**src/rtl/edmf_pkg.sv**
```systemverilog
package edmf_pkg;

    localparam int CAP_W   = 32;
    localparam int SCALE_W = 16;
    localparam int DIST_W  = 30;
    localparam int HALF_W  = CAP_W - 1;
    localparam int PROD_W  = HALF_W + SCALE_W;
    localparam int FRAC_W  = 16;

    localparam logic [SCALE_W-1:0] SCALE_RESET = 16'd22479;
    localparam logic [DIST_W-1:0]  DIST_MAX    = {DIST_W{1'b1}};

    // one-hot sequencer codes
    typedef enum logic [4:0] {
        S_IDLE = 5'b00001,
        S_MUL  = 5'b00010,
        S_DEL  = 5'b00100,
        S_INS  = 5'b01000,
        S_OUT  = 5'b10000
    } t_state;

    typedef struct packed {
        logic del;
        logic ins;
    } t_cell_ctrl;

endpackage

```
**src/rtl/echo_distance_median_filter.sv**
```systemverilog
// Echo distance running-median filter for one ultrasonic sensor. Each input
// transfer carries the rising- and falling-edge timer captures of one echo;
// a strictly larger falling capture replaces the held difference, otherwise
// the last one is reused. The difference is halved and scaled by the q0.16
// register (reset 22479, about 0.343), saturated to 30 bits, and pushed into
// a WINDOW-deep window that reset fills with zeros. Each input gives exactly
// one output transfer with the raw distance and the window median (for an
// even WINDOW the floored mean of the two middle values). An item passes
// from input transfer to a loaded output register through one multiply
// stage, then two passes over a sorted chain of cells (remove the oldest
// entry, insert the new one), then the median load. A new input is taken
// once the chain is back at rest, while the previous result may still wait
// in the output register; a stalled result holds the chain in the median
// load until the output register frees up. Write the scale register only
// while idle.
module echo_distance_median_filter #(
    parameter int WINDOW = 5
) (
    input  logic                          i_clk,
    input  logic                          i_rst_n,
    input  logic                          i_cfg_wr_en,
    input  logic [edmf_pkg::SCALE_W-1:0]  i_cfg_wr_data,
    input  logic                          i_in_valid,
    output logic                          o_in_stall,
    input  logic [edmf_pkg::CAP_W-1:0]    i_first_capture,
    input  logic [edmf_pkg::CAP_W-1:0]    i_second_capture,
    output logic                          o_out_valid,
    input  logic                          i_out_stall,
    output logic [edmf_pkg::DIST_W-1:0]   o_raw_distance,
    output logic [edmf_pkg::DIST_W-1:0]   o_median_distance
);
    import edmf_pkg::*;

    localparam int AGE_W  = (WINDOW > 1) ? $clog2(WINDOW) : 1;
    localparam int MED_LO = (WINDOW - 1) / 2;
    localparam int MED_HI = WINDOW / 2;

    // control state
    t_state             r_state;
    t_state             n_state;
    logic               r_out_valid;
    logic               n_out_valid;
    logic [SCALE_W-1:0] r_scale;

    // payload
    logic [CAP_W-1:0]   r_held;
    logic [DIST_W-1:0]  r_raw;
    logic [DIST_W-1:0]  r_median;

    logic               in_xfer;
    logic               out_xfer;
    logic               out_free;
    logic [DIST_W-1:0]  new_dist;
    logic [DIST_W:0]    mid_sum;
    t_cell_ctrl         cell_ctrl;

    // chain wiring, one entry per cell
    logic [DIST_W-1:0]  cell_dist  [WINDOW];
    logic [AGE_W-1:0]   cell_age   [WINDOW];
    logic [WINDOW-1:0]  cell_gt;
    logic [WINDOW-1:0]  cell_shift;
    logic [WINDOW-1:0]  cell_old;
    logic [WINDOW-1:0]  pair_ok;

    assign in_xfer  = i_in_valid && !o_in_stall;
    assign out_xfer = r_out_valid && !i_out_stall;
    // output register can take a new result this cycle
    assign out_free = !r_out_valid || !i_out_stall;

    assign o_in_stall        = (r_state != S_IDLE);
    assign o_out_valid       = r_out_valid;
    assign o_raw_distance    = r_raw;
    assign o_median_distance = r_median;

    assign cell_ctrl.del = (r_state == S_DEL);
    assign cell_ctrl.ins = (r_state == S_INS);

    // scale register
    always_ff @(posedge i_clk) begin
        if (!i_rst_n) begin
            r_scale <= SCALE_RESET;
        end else if (i_cfg_wr_en) begin
            r_scale <= i_cfg_wr_data;
        end
    end

    // held difference, only replaced by a forward-going capture pair
    always_ff @(posedge i_clk) begin
        if (!i_rst_n) begin
            r_held <= '0;
        end else if (in_xfer && (i_second_capture > i_first_capture)) begin
            r_held <= i_second_capture - i_first_capture;
        end
    end

    // product is registered in the multiply state and stays put until the
    // next item, so the insert pass and the output load both see it
    edmf_scale u_scale (
        .i_clk   (i_clk),
        .i_load  (r_state == S_MUL),
        .i_diff  (r_held),
        .i_scale (r_scale),
        .o_dist  (new_dist)
    );

    // sorted chain: cell 0 holds the smallest value, each cell keeps its age
    for (genvar g = 0; g < WINDOW; g++) begin : g_cell
        logic [DIST_W-1:0] prev_dist;
        logic [AGE_W-1:0]  prev_age;
        logic              prev_gt;
        logic [DIST_W-1:0] next_dist;
        logic [AGE_W-1:0]  next_age;
        logic              shift_in;

        if (g == 0) begin : g_head
            assign prev_dist = cell_dist[g];
            assign prev_age  = cell_age[g];
            assign prev_gt   = 1'b0;
            assign shift_in  = 1'b0;
        end else begin : g_body
            assign prev_dist = cell_dist[g-1];
            assign prev_age  = cell_age[g-1];
            assign prev_gt   = cell_gt[g-1];
            assign shift_in  = cell_shift[g-1];
        end

        if (g == WINDOW - 1) begin : g_tail
            assign next_dist = cell_dist[g];
            assign next_age  = cell_age[g];
            assign pair_ok[g] = 1'b1;
        end else begin : g_link
            assign next_dist = cell_dist[g+1];
            assign next_age  = cell_age[g+1];
            assign pair_ok[g] = (cell_dist[g] <= cell_dist[g+1]);
        end

        assign cell_old[g] = (cell_age[g] == AGE_W'(WINDOW - 1));

        edmf_cell #(
            .AGE_W     (AGE_W),
            .RESET_AGE (g),
            .OLD_AGE   (WINDOW - 1),
            .IS_TAIL   (g == WINDOW - 1)
        ) u_cell (
            .i_clk       (i_clk),
            .i_rst_n     (i_rst_n),
            .i_ctrl      (cell_ctrl),
            .i_new_dist  (new_dist),
            .i_prev_dist (prev_dist),
            .i_prev_age  (prev_age),
            .i_prev_gt   (prev_gt),
            .i_next_dist (next_dist),
            .i_next_age  (next_age),
            .i_shift     (shift_in),
            .o_dist      (cell_dist[g]),
            .o_age       (cell_age[g]),
            .o_gt        (cell_gt[g]),
            .o_shift     (cell_shift[g])
        );
    end

    // median taps at fixed cells; for an odd window both taps are the same
    assign mid_sum = {1'b0, cell_dist[MED_LO]} + {1'b0, cell_dist[MED_HI]};

    // sequencer
    always_comb begin
        n_state     = r_state;
        n_out_valid = r_out_valid;
        if (out_xfer) begin
            n_out_valid = 1'b0;
        end
        case (r_state)
            S_IDLE: begin
                if (in_xfer) begin
                    n_state = S_MUL;
                end
            end
            S_MUL: n_state = S_DEL;
            S_DEL: n_state = S_INS;
            S_INS: n_state = S_OUT;
            S_OUT: begin
                if (out_free) begin
                    n_state     = S_IDLE;
                    n_out_valid = 1'b1;
                end
            end
            default: n_state = S_IDLE;
        endcase
    end

    always_ff @(posedge i_clk) begin
        if (!i_rst_n) begin
            r_state     <= S_IDLE;
            r_out_valid <= 1'b0;
        end else begin
            r_state     <= n_state;
            r_out_valid <= n_out_valid;
        end
    end

    // result register
    always_ff @(posedge i_clk) begin
        if (r_state == S_OUT && out_free) begin
            r_raw    <= new_dist;
            r_median <= mid_sum[DIST_W:1];
        end
    end

    // chain stays sorted between items
    assert property (@(posedge i_clk) disable iff (!i_rst_n)
        (r_state == S_IDLE) |-> (&pair_ok))
        else $error("distance chain out of order");

    // exactly one oldest entry whenever the chain is at rest
    assert property (@(posedge i_clk) disable iff (!i_rst_n)
        (r_state == S_IDLE) |-> $onehot(cell_old))
        else $error("window ages corrupted");

    // a result only appears after the median load
    assert property (@(posedge i_clk) disable iff (!i_rst_n)
        $rose(o_out_valid) |-> $past(r_state == S_OUT))
        else $error("output valid without a finished item");

    // a finished item waits rather than overwriting a stalled result
    assert property (@(posedge i_clk) disable iff (!i_rst_n)
        (r_state == S_OUT && r_out_valid && i_out_stall) |=> (r_state == S_OUT))
        else $error("result dropped under stall");

endmodule

```
**src/rtl/edmf_scale.sv**
```systemverilog
module edmf_scale (
    input  logic                          i_clk,
    input  logic                          i_load,
    input  logic [edmf_pkg::CAP_W-1:0]    i_diff,
    input  logic [edmf_pkg::SCALE_W-1:0]  i_scale,
    output logic [edmf_pkg::DIST_W-1:0]   o_dist
);
    import edmf_pkg::*;

    logic [PROD_W-1:0] r_prod;
    logic [PROD_W-1:0] n_prod;
    logic [PROD_W-FRAC_W-1:0] shifted;

    // halve, then scale by the q0.16 factor
    assign n_prod = PROD_W'(i_diff[CAP_W-1:1]) * PROD_W'(i_scale);

    always_ff @(posedge i_clk) begin
        if (i_load) begin
            r_prod <= n_prod;
        end
    end

    assign shifted = r_prod[PROD_W-1:FRAC_W];
    assign o_dist  = (shifted > (PROD_W-FRAC_W)'(DIST_MAX)) ? DIST_MAX
                                                            : shifted[DIST_W-1:0];

endmodule

```
**src/rtl/edmf_cell.sv**
```systemverilog
module edmf_cell #(
    parameter int AGE_W     = 3,
    parameter int RESET_AGE = 0,
    parameter int OLD_AGE   = 4,
    parameter bit IS_TAIL   = 1'b0
) (
    input  logic                         i_clk,
    input  logic                         i_rst_n,
    input  edmf_pkg::t_cell_ctrl         i_ctrl,
    input  logic [edmf_pkg::DIST_W-1:0]  i_new_dist,
    input  logic [edmf_pkg::DIST_W-1:0]  i_prev_dist,
    input  logic [AGE_W-1:0]             i_prev_age,
    input  logic                         i_prev_gt,
    input  logic [edmf_pkg::DIST_W-1:0]  i_next_dist,
    input  logic [AGE_W-1:0]             i_next_age,
    input  logic                         i_shift,
    output logic [edmf_pkg::DIST_W-1:0]  o_dist,
    output logic [AGE_W-1:0]             o_age,
    output logic                         o_gt,
    output logic                         o_shift
);
    import edmf_pkg::*;

    logic [DIST_W-1:0] r_dist;
    logic [DIST_W-1:0] n_dist;
    logic [AGE_W-1:0]  r_age;
    logic [AGE_W-1:0]  n_age;

    // the oldest entry, or any entry ahead of it, closes the gap
    assign o_shift = i_shift | (r_age == AGE_W'(OLD_AGE));
    // tail cell is the empty slot during insertion
    assign o_gt    = IS_TAIL ? 1'b1 : (r_dist > i_new_dist);
    assign o_dist  = r_dist;
    assign o_age   = r_age;

    always_comb begin
        n_dist = r_dist;
        n_age  = r_age;
        if (i_ctrl.del && o_shift) begin
            n_dist = i_next_dist;
            n_age  = i_next_age;
        end else if (i_ctrl.ins) begin
            if (i_prev_gt) begin
                n_dist = i_prev_dist;
                n_age  = i_prev_age + AGE_W'(1);
            end else if (o_gt) begin
                n_dist = i_new_dist;
                n_age  = '0;
            end else begin
                n_age  = r_age + AGE_W'(1);
            end
        end
    end

    always_ff @(posedge i_clk) begin
        if (!i_rst_n) begin
            r_dist <= '0;
            r_age  <= AGE_W'(RESET_AGE);
        end else begin
            r_dist <= n_dist;
            r_age  <= n_age;
        end
    end

endmodule
```
**config.mk**
```make
export PLATFORM = sky130hd
export DESIGN_NAME = echo_distance_median_filter
export DESIGN_NICKNAME = d
export VERILOG_FILES = /design/src/rtl/edmf_pkg.sv /design/src/rtl/echo_distance_median_filter.sv /design/src/rtl/edmf_scale.sv /design/src/rtl/edmf_cell.sv
export SDC_FILE = /design/constraint.sdc
export NUM_CORES = 2
export LEC_CHECK = 0
export ABC_CLOCK_PERIOD_IN_PS = 7400
export BUFFER_PORTS_ARGS = -buffer_cell sky130_fd_sc_hd__buf_2
export CAP_MARGIN = 20
export CORE_MARGIN = 4
export CORE_UTILIZATION = 27
export DETAILED_ROUTE_END_ITERATION = 12
export GPL_TIMING_DRIVEN = 0
export PLACE_DENSITY_LB_ADDON = 0.25
export SYNTH_ARGS = -nofsm -noshare
export SYNTH_HDL_FRONTEND = slang
export SYNTH_SLANG_ARGS = --single-unit
```
**constraint.sdc**
```tcl
create_clock -name i_clk -period 7.4 [get_ports i_clk]
set_input_delay 1.11 -clock i_clk [delete_from_list [all_inputs] [get_ports i_clk]]
set_output_delay 1.11 -clock i_clk [all_outputs]
set_load 0.005 [all_outputs]
```
### Word-level counts from Yosys, hierarchy flattened

Cells that the tools add are included.

* register bits: 326
* latch bits: 0
* memory bits (writable): 0
* ROM bits: 0
* input bits: 85
* output and inout bits: 62
* word-level logic and storage cells: 114
* memories: 0

* add/subtract/negate cells: 6
* $mul: 1
* div/mod/pow operators: 0
* $lt $le $gt $ge: 6
* equality and inequality tests: 13
* shift-type cells: 0
* muxes and demuxes: 39
* bitwise operators: 5
* reduce and logical (&&, ||, !) cells: 27

Operators with widths (count)
* $mux W30: 17
* $gt A30 B30 Y1: 4
* $mux W3: 16
* $mul A31 B16 Y47: 1
* $gt A32 B32 Y1: 1
* $sub A32 B32 Y32: 1
* $add A30 B30 Y31: 1
* $gt A31 B30 Y1 const B: 1
* $pmux W5 S5: 1
* $eq A3 B3 Y1 const B: 5
* $add A3 B1 Y3 const B: 4
* $reduce_and A2 Y1: 6
* $mux W5: 2
* $reduce_bool A2 Y1: 5
* $logic_and A1 B1 Y1: 9
* $reduce_bool A3 Y1: 3
* $eq A5 B1 Y1 const B: 1
* $eq A5 B2 Y1 const B: 1
* $eq A5 B3 Y1 const B: 1
* $eq A5 B4 Y1 const B: 1
* $eq A5 B5 Y1 const B: 1
* $ne A5 B1 Y1 const B: 1
* $ne A2 B2 Y1 const B: 2
* $or A1 B1 Y1: 4
* 4 further kinds: 8

### Depth between registers and ports, before layout

* depth in word-level cells: 8
* depth in mapped cells: 26
* depth with buffers taken out: 24

### Cells and area by module

Synthesis repeated with hierarchy kept, for this count alone.

* cells, all modules: 4036
* area total of the unflattened synthesis: 35496.5 um2

By module, submodules not included
* edmf_scale: times used 1, cells an instance 1820, area each 16409.5 um2, seq. area each 930.9 um2
* echo_distance_median_filter: times used 1, cells an instance 553, area each 5683.0 um2, seq. area each 2882.8 um2
* edmf_cell at g_cell[3].u_cell: times used 1, cells an instance 424, area each 3276.9 um2, seq. area each 660.6 um2
* edmf_cell at g_cell[1].u_cell: times used 1, cells an instance 355, area each 2798.9 um2, seq. area each 660.6 um2
* edmf_cell at g_cell[2].u_cell: times used 1, cells an instance 346, area each 2776.4 um2, seq. area each 660.6 um2
* edmf_cell at g_cell[0].u_cell: times used 1, cells an instance 343, area each 2766.4 um2, seq. area each 660.6 um2
* edmf_cell at g_cell[4].u_cell: times used 1, cells an instance 195, area each 1785.5 um2, seq. area each 660.6 um2

### Least setup slack after synthesis

Ideal clock, no wire load.

* path type: register to register
* from: register r_held[11]
* to: register u_scale.r_prod[45] (data pin)
* library setup time: 0.268 ns
* arrival time: 6.203 ns
* slack: 0.929 ns
* stages on the path, launching flop included: 24
* cell sequence: dfxtp_1 -> clkbuf_1 -> nand2_1 -> fa_1 -> inv_1 -> fa_1 -> fa_1 -> fa_1 -> fa_1 -> inv_1 -> fa_1 -> inv_1 -> ha_1 -> buf_2 -> a21o_1 -> a21o_1 -> a21oi_1 -> o21ai_1 -> a221oi_1 -> a21bo_2 -> a41o_1 -> a211oi_2 -> o311ai_2 -> xor2_1

* longest elaborated chain between the ends: 1

RTL lines
* start, declared: RTL line echo_distance_median_filter.sv:46 `logic [CAP_W-1:0] r_held;`
* start signal, assigned: RTL line echo_distance_median_filter.sv:92 `r_held <= i_second_capture - i_first_capture;`
* $mul A31 B16 Y47: RTL line edmf_scale.sv:15 `assign n_prod = PROD_W'(i_diff[CAP_W-1:1]) * PROD_W'(i_scale);`
* via u_scale.n_prod[45]: RTL line edmf_scale.sv:11 `logic [PROD_W-1:0] n_prod;`
* end signal, assigned: RTL line edmf_scale.sv:19 `r_prod <= n_prod;`
* end, declared: RTL line edmf_scale.sv:10 `logic [PROD_W-1:0] r_prod;`

The timed path passes the listed nets, and every way through them passes these cells.
A chain may end at the register's enable or synchronous reset.

### Final worst setup path

* from: register r_held[20]
* to: register u_scale.r_prod[45] (data pin)

Same word-level chain as after synthesis.

==> summary.txt <==
Critical path
  • CP max-delay cell: dfxtp_1
  • Most frequent CP cell: fa_1
  • Crit. End Element: flop
  • WP depth: 23
  • Family with the most delay on the worst path: adder cells
  • Crit path to: u_scale.r_prod[45]$_DFFE_PP_
  • Critical path required time: 7.72 ns
  • Worst reg-to-reg setup slack: 0.29 ns
  • Worst EP arrival: 7.43 ns
  • CP Cell Sequence: clkbuf_2 -> nand2_1 -> fa_1 -> fa_1 -> fa_1 -> inv_1 -> fa_1 -> fa_1 -> inv_1 -> fa_1 -> inv_1 -> ha_1 -> buf_2 -> a21o_1 -> a21o_1 -> a21oi_1 -> o21ai_1 -> a221oi_1 -> a21bo_2 -> a41o_1 -> a211oi_4 -> o311ai_2 -> xor2_1
  • Worst Setup SP: r_held[20]$_SDFFE_PN0P_
  • FF-to-FF Start: r_held[20]$_SDFFE_PN0P_
  • Register-to-Register Path Depth: 23
  • CP max stage delay: 0.62 ns
  • Crit path buffers/inverters: 5
  • R2r endpoint: u_scale.r_prod[45]$_DFFE_PP_
  • CP startpoint kind: flop
  • Setup Crit Path Kind: flop to flop
  • Worst-path fanout max: 10

Placed design
  • Cells after DPL: around 5500
  • # port buffers: roughly 140
  • Hpwl dp: around 94000 um
  • Placed Instance Area: ~35000 um2
  • Worst slack, placed: -1.386 ns
  • Gpl congestion: just under 0.9

Clock tree
  • CTS tree: done
  • Worst-path clk slew: approximately 0.06 ns
  • Clk root buf: clkbuf_16
  • CTS Sinks: around 310
  • Clk_lat worst skew: ~0.59 ns
  • CTS max path bufs: 3
  • CTS buffer count: 38
  • H-tree depth: 2

Synth
  • Sequential-to-total area share from yosys stat: a little over a fifth
  • Biggest area consumer among synthesized cells: fa_1
  • Most frequent cells after synthesis: inv_1 (549), nand2_1 (462), fa_1 (404)
  • Ys flop type: dfxtp_1
  • Top cell type's share of synthesized area: about 25%
  • Syn Nets: 4471
  • Post-synth EDFFs: 91
  • Synth Warn #: 0
  • Syn_area_per_cell: just under 9 um2
  • Synth Instances: between 3000 and 4000
  • Fraction of registers with async set/reset: 0%
  • Most common cell in the netlist: inv_1
  • Synth cell types: a little over 80
  • Synth area leaders: fa_1 (25%), dfxtp_1 (13%), ha_1 (11%)
  • Syn Std Cell Area: between 30000 and 40000 um2
  • Register bit total from synthesis: 309

Routing
  • ANT nets after route: 0
  • Drt drc: 0
  • Met3 wire length: 8086 um
  • Initial drt markers: around 2200
  • Metal-1 WL: 54320 um
  • DR pass1 iterations: 9
  • Highest routing layer actually used: met5
  • Met2 wire len: ~52000 um
  • Via count: between 20000 and 30000
  • WL/cell: ~21 um
  • Total Wirelength: ~120000 um
  • Via density: roughly 4.9

GRT
  • Global route overflow: 0
  • Tot GR Track Use: roughly 18%
  • Vias in the first global route: ~27000
  • Initial antenna violation count: 8
  • Largest net degree at the start of global routing: 28
  • Wire length of the first global-routing pass: ~180000 um

STA
  • Finish-stage setup viols: 0
  • Setup TNS: 0 ns
  • Worst slew margin: 22.72%
  • Final-report max-slew violation count: 0
  • Slew @ Worst Pin: ~1.1 ns
  • Final hold viol count: 0
  • Final hold slack: between 0.4 and 0.5 ns
  • Skew final: 0.04462 ns
  • Highest clock rate: around 140 MHz
  • Setup ws final: ~0.29 ns
  • Tmin final: roughly 7 ns
  • Setup repair after global routing missed its margin: yes
  • Fin crit share: 96.13%

Die
  • # IOs: between 100 and 150
  • Die H: approximately 350 um
  • Core area: about 120000 um2
  • Width of the die: between 300 and 400 um
  • Initial Util: approximately 27%
  • FP Rows: between 100 and 150
  • DIE AREA: roughly 130000 um2

Layout
  • Area delta synth->final: 13.32%
  • Final net count: 4661
  • Share of layout cells above drive strength 1: 10.35%
  • Non-Filler Instances: between 5000 and 6000
  • Finished Core Util: 30.95%
  • Post-route cell area: about 37000 um2

Outcome
  • Status: finished clean

Pwr
  • Final Total Pwr: slightly below 6 mW
  • Pwr dens: 159.8 nW/um2
  • Worst VDD drop: about 0.14 mV
  • Leakage power: 17.06 nW

Worst hold path
  • Min-delay worst type: flop to flop

Flow run
  • Max cap viols: 0
-- placed cells by master (no fill, tap or decap), types with 11 or more instances in the layout --
cell | Yosys | routed
a31oi_1 | 12 | 12
and2_1 | 207 | 207
ha_1 | 276 | 276
edfxtp_1 | 91 | 91
a211oi_1 | 40 | 39
dfxtp_1 | 218 | 191
clkbuf_2 | 0 | 54
fa_1 | 404 | 404
xor2_1 | 24 | 24
a21o_1 | 87 | 87
mux2i_1 | 49 | 49
nand3_1 | 73 | 73
clkbuf_1 | 162 | 102
o21a_1 | 11 | 11
inv_1 | 549 | 549
buf_4 | 7 | 13
a222oi_1 | 29 | 29
nand4_1 | 41 | 41
nor3_1 | 18 | 18
dfxtp_2 | 0 | 27
and3_1 | 14 | 14
xnor2_1 | 29 | 29
buf_2 | 28 | 176
clkbuf_16 | 0 | 39
o21ai_0 | 214 | 211
o22ai_1 | 34 | 34
or2_2 | 32 | 32
a21oi_1 | 242 | 238
nor2_1 | 202 | 202
nand2_1 | 462 | 461
-- per-layer routing --
layer	track usage (%)	vias to the layer above
met1	26.38	13660
met5	0	-
met3	2.867	148
met4	4.412	4
met2	29.25	857
li1	-	12560
-- tightest hold or removal path, cell delays in order (launching register included) --
cell and delay [ns]:
dfxtp_1 0.31, nand2_1 0.05, a31oi_1 0.07
-- cell families (layout without fill, tap and decap cells) --
kind of cell	Yosys count	in the layout	synth area share [%]
AOI/OAI and AO/OA	761	761	14.51
xor gates and xnor gates	53	53	1.433
adders and majority gates	680	680	35.64
buffers and inverters	752	970	8.929
DFF	309	309	21.91
muxes	49	49	1.515
other	0	2	0
and+or+nand+nor	1102	1102	16.06
-- sequential cells by signal, summed over array words and instances (netlist names) --
| signal | cells |
|---|---|
| g_cell.u_cell.o_age | 15 |
| g_cell.u_cell.o_dist | 150 |
| o_median_distance | 30 |
| o_out_valid | 1 |
| o_raw_distance | 30 |
| r_held | 31 |
| r_scale | 16 |
| r_state | 5 |
| u_scale.r_prod | 31 |
-- report_power, final --
part	internal (mW)	total [mW]	switching, mW
Combinational	0.740	2.05	1.31
Clock	1.13	1.96	0.826
Sequential	1.80	1.86	0.0581
-- final cells by class --
type | count | area, um2
flip-flops and latches | 309 | 7131
repair buffers | 154 | 853.3
diodes | 2 | 5.005
multi-input cells | 2645 | 22460
clock buffers | 55 | 1086
well taps | 1600 | 2002
inverters | 550 | 2064
plain buffers | 198 | 920.9
clock inverters | 13 | 175.2
fillers | 12770 | 81860
-- timing repair --
item | in CTS | in global routing
pin swaps | 2 | 1
setup endpoints to repair | 22 | 12
hold buffers | 0 | 0
setup buffers | 3 | 1
resized for setup | 56 | 96
-- worst min path at each step --
stage | startpoint | end | slack (ns) | cells after the start
detailed placement | g_cell[4].u_cell.o_dist[1]$_SDFFE_PN0P_ | g_cell[4].u_cell.o_dist[1]$_SDFFE_PN0P_ | 0.46 | 2
floorplan | g_cell[4].u_cell.o_age[2]$_SDFFE_PN1P_ | g_cell[4].u_cell.o_age[2]$_SDFFE_PN1P_ | 0.44 | 2
global route | g_cell[4].u_cell.o_dist[26]$_SDFFE_PN0P_ | g_cell[4].u_cell.o_dist[26]$_SDFFE_PN0P_ | 0.49 | 2
CTS | g_cell[4].u_cell.o_dist[29]$_SDFFE_PN0P_ | g_cell[3].u_cell.o_dist[29]$_SDFFE_PN0P_ | 0.47 | 2
finish | g_cell[4].u_cell.o_dist[29]$_SDFFE_PN0P_ | g_cell[3].u_cell.o_dist[29]$_SDFFE_PN0P_ | 0.47 | 2
global placement | g_cell[4].u_cell.o_dist[29]$_SDFFE_PN0P_ | g_cell[4].u_cell.o_dist[29]$_SDFFE_PN0P_ | 0.45 | 2
Note: power is estimated with default switching activity, not from simulation.
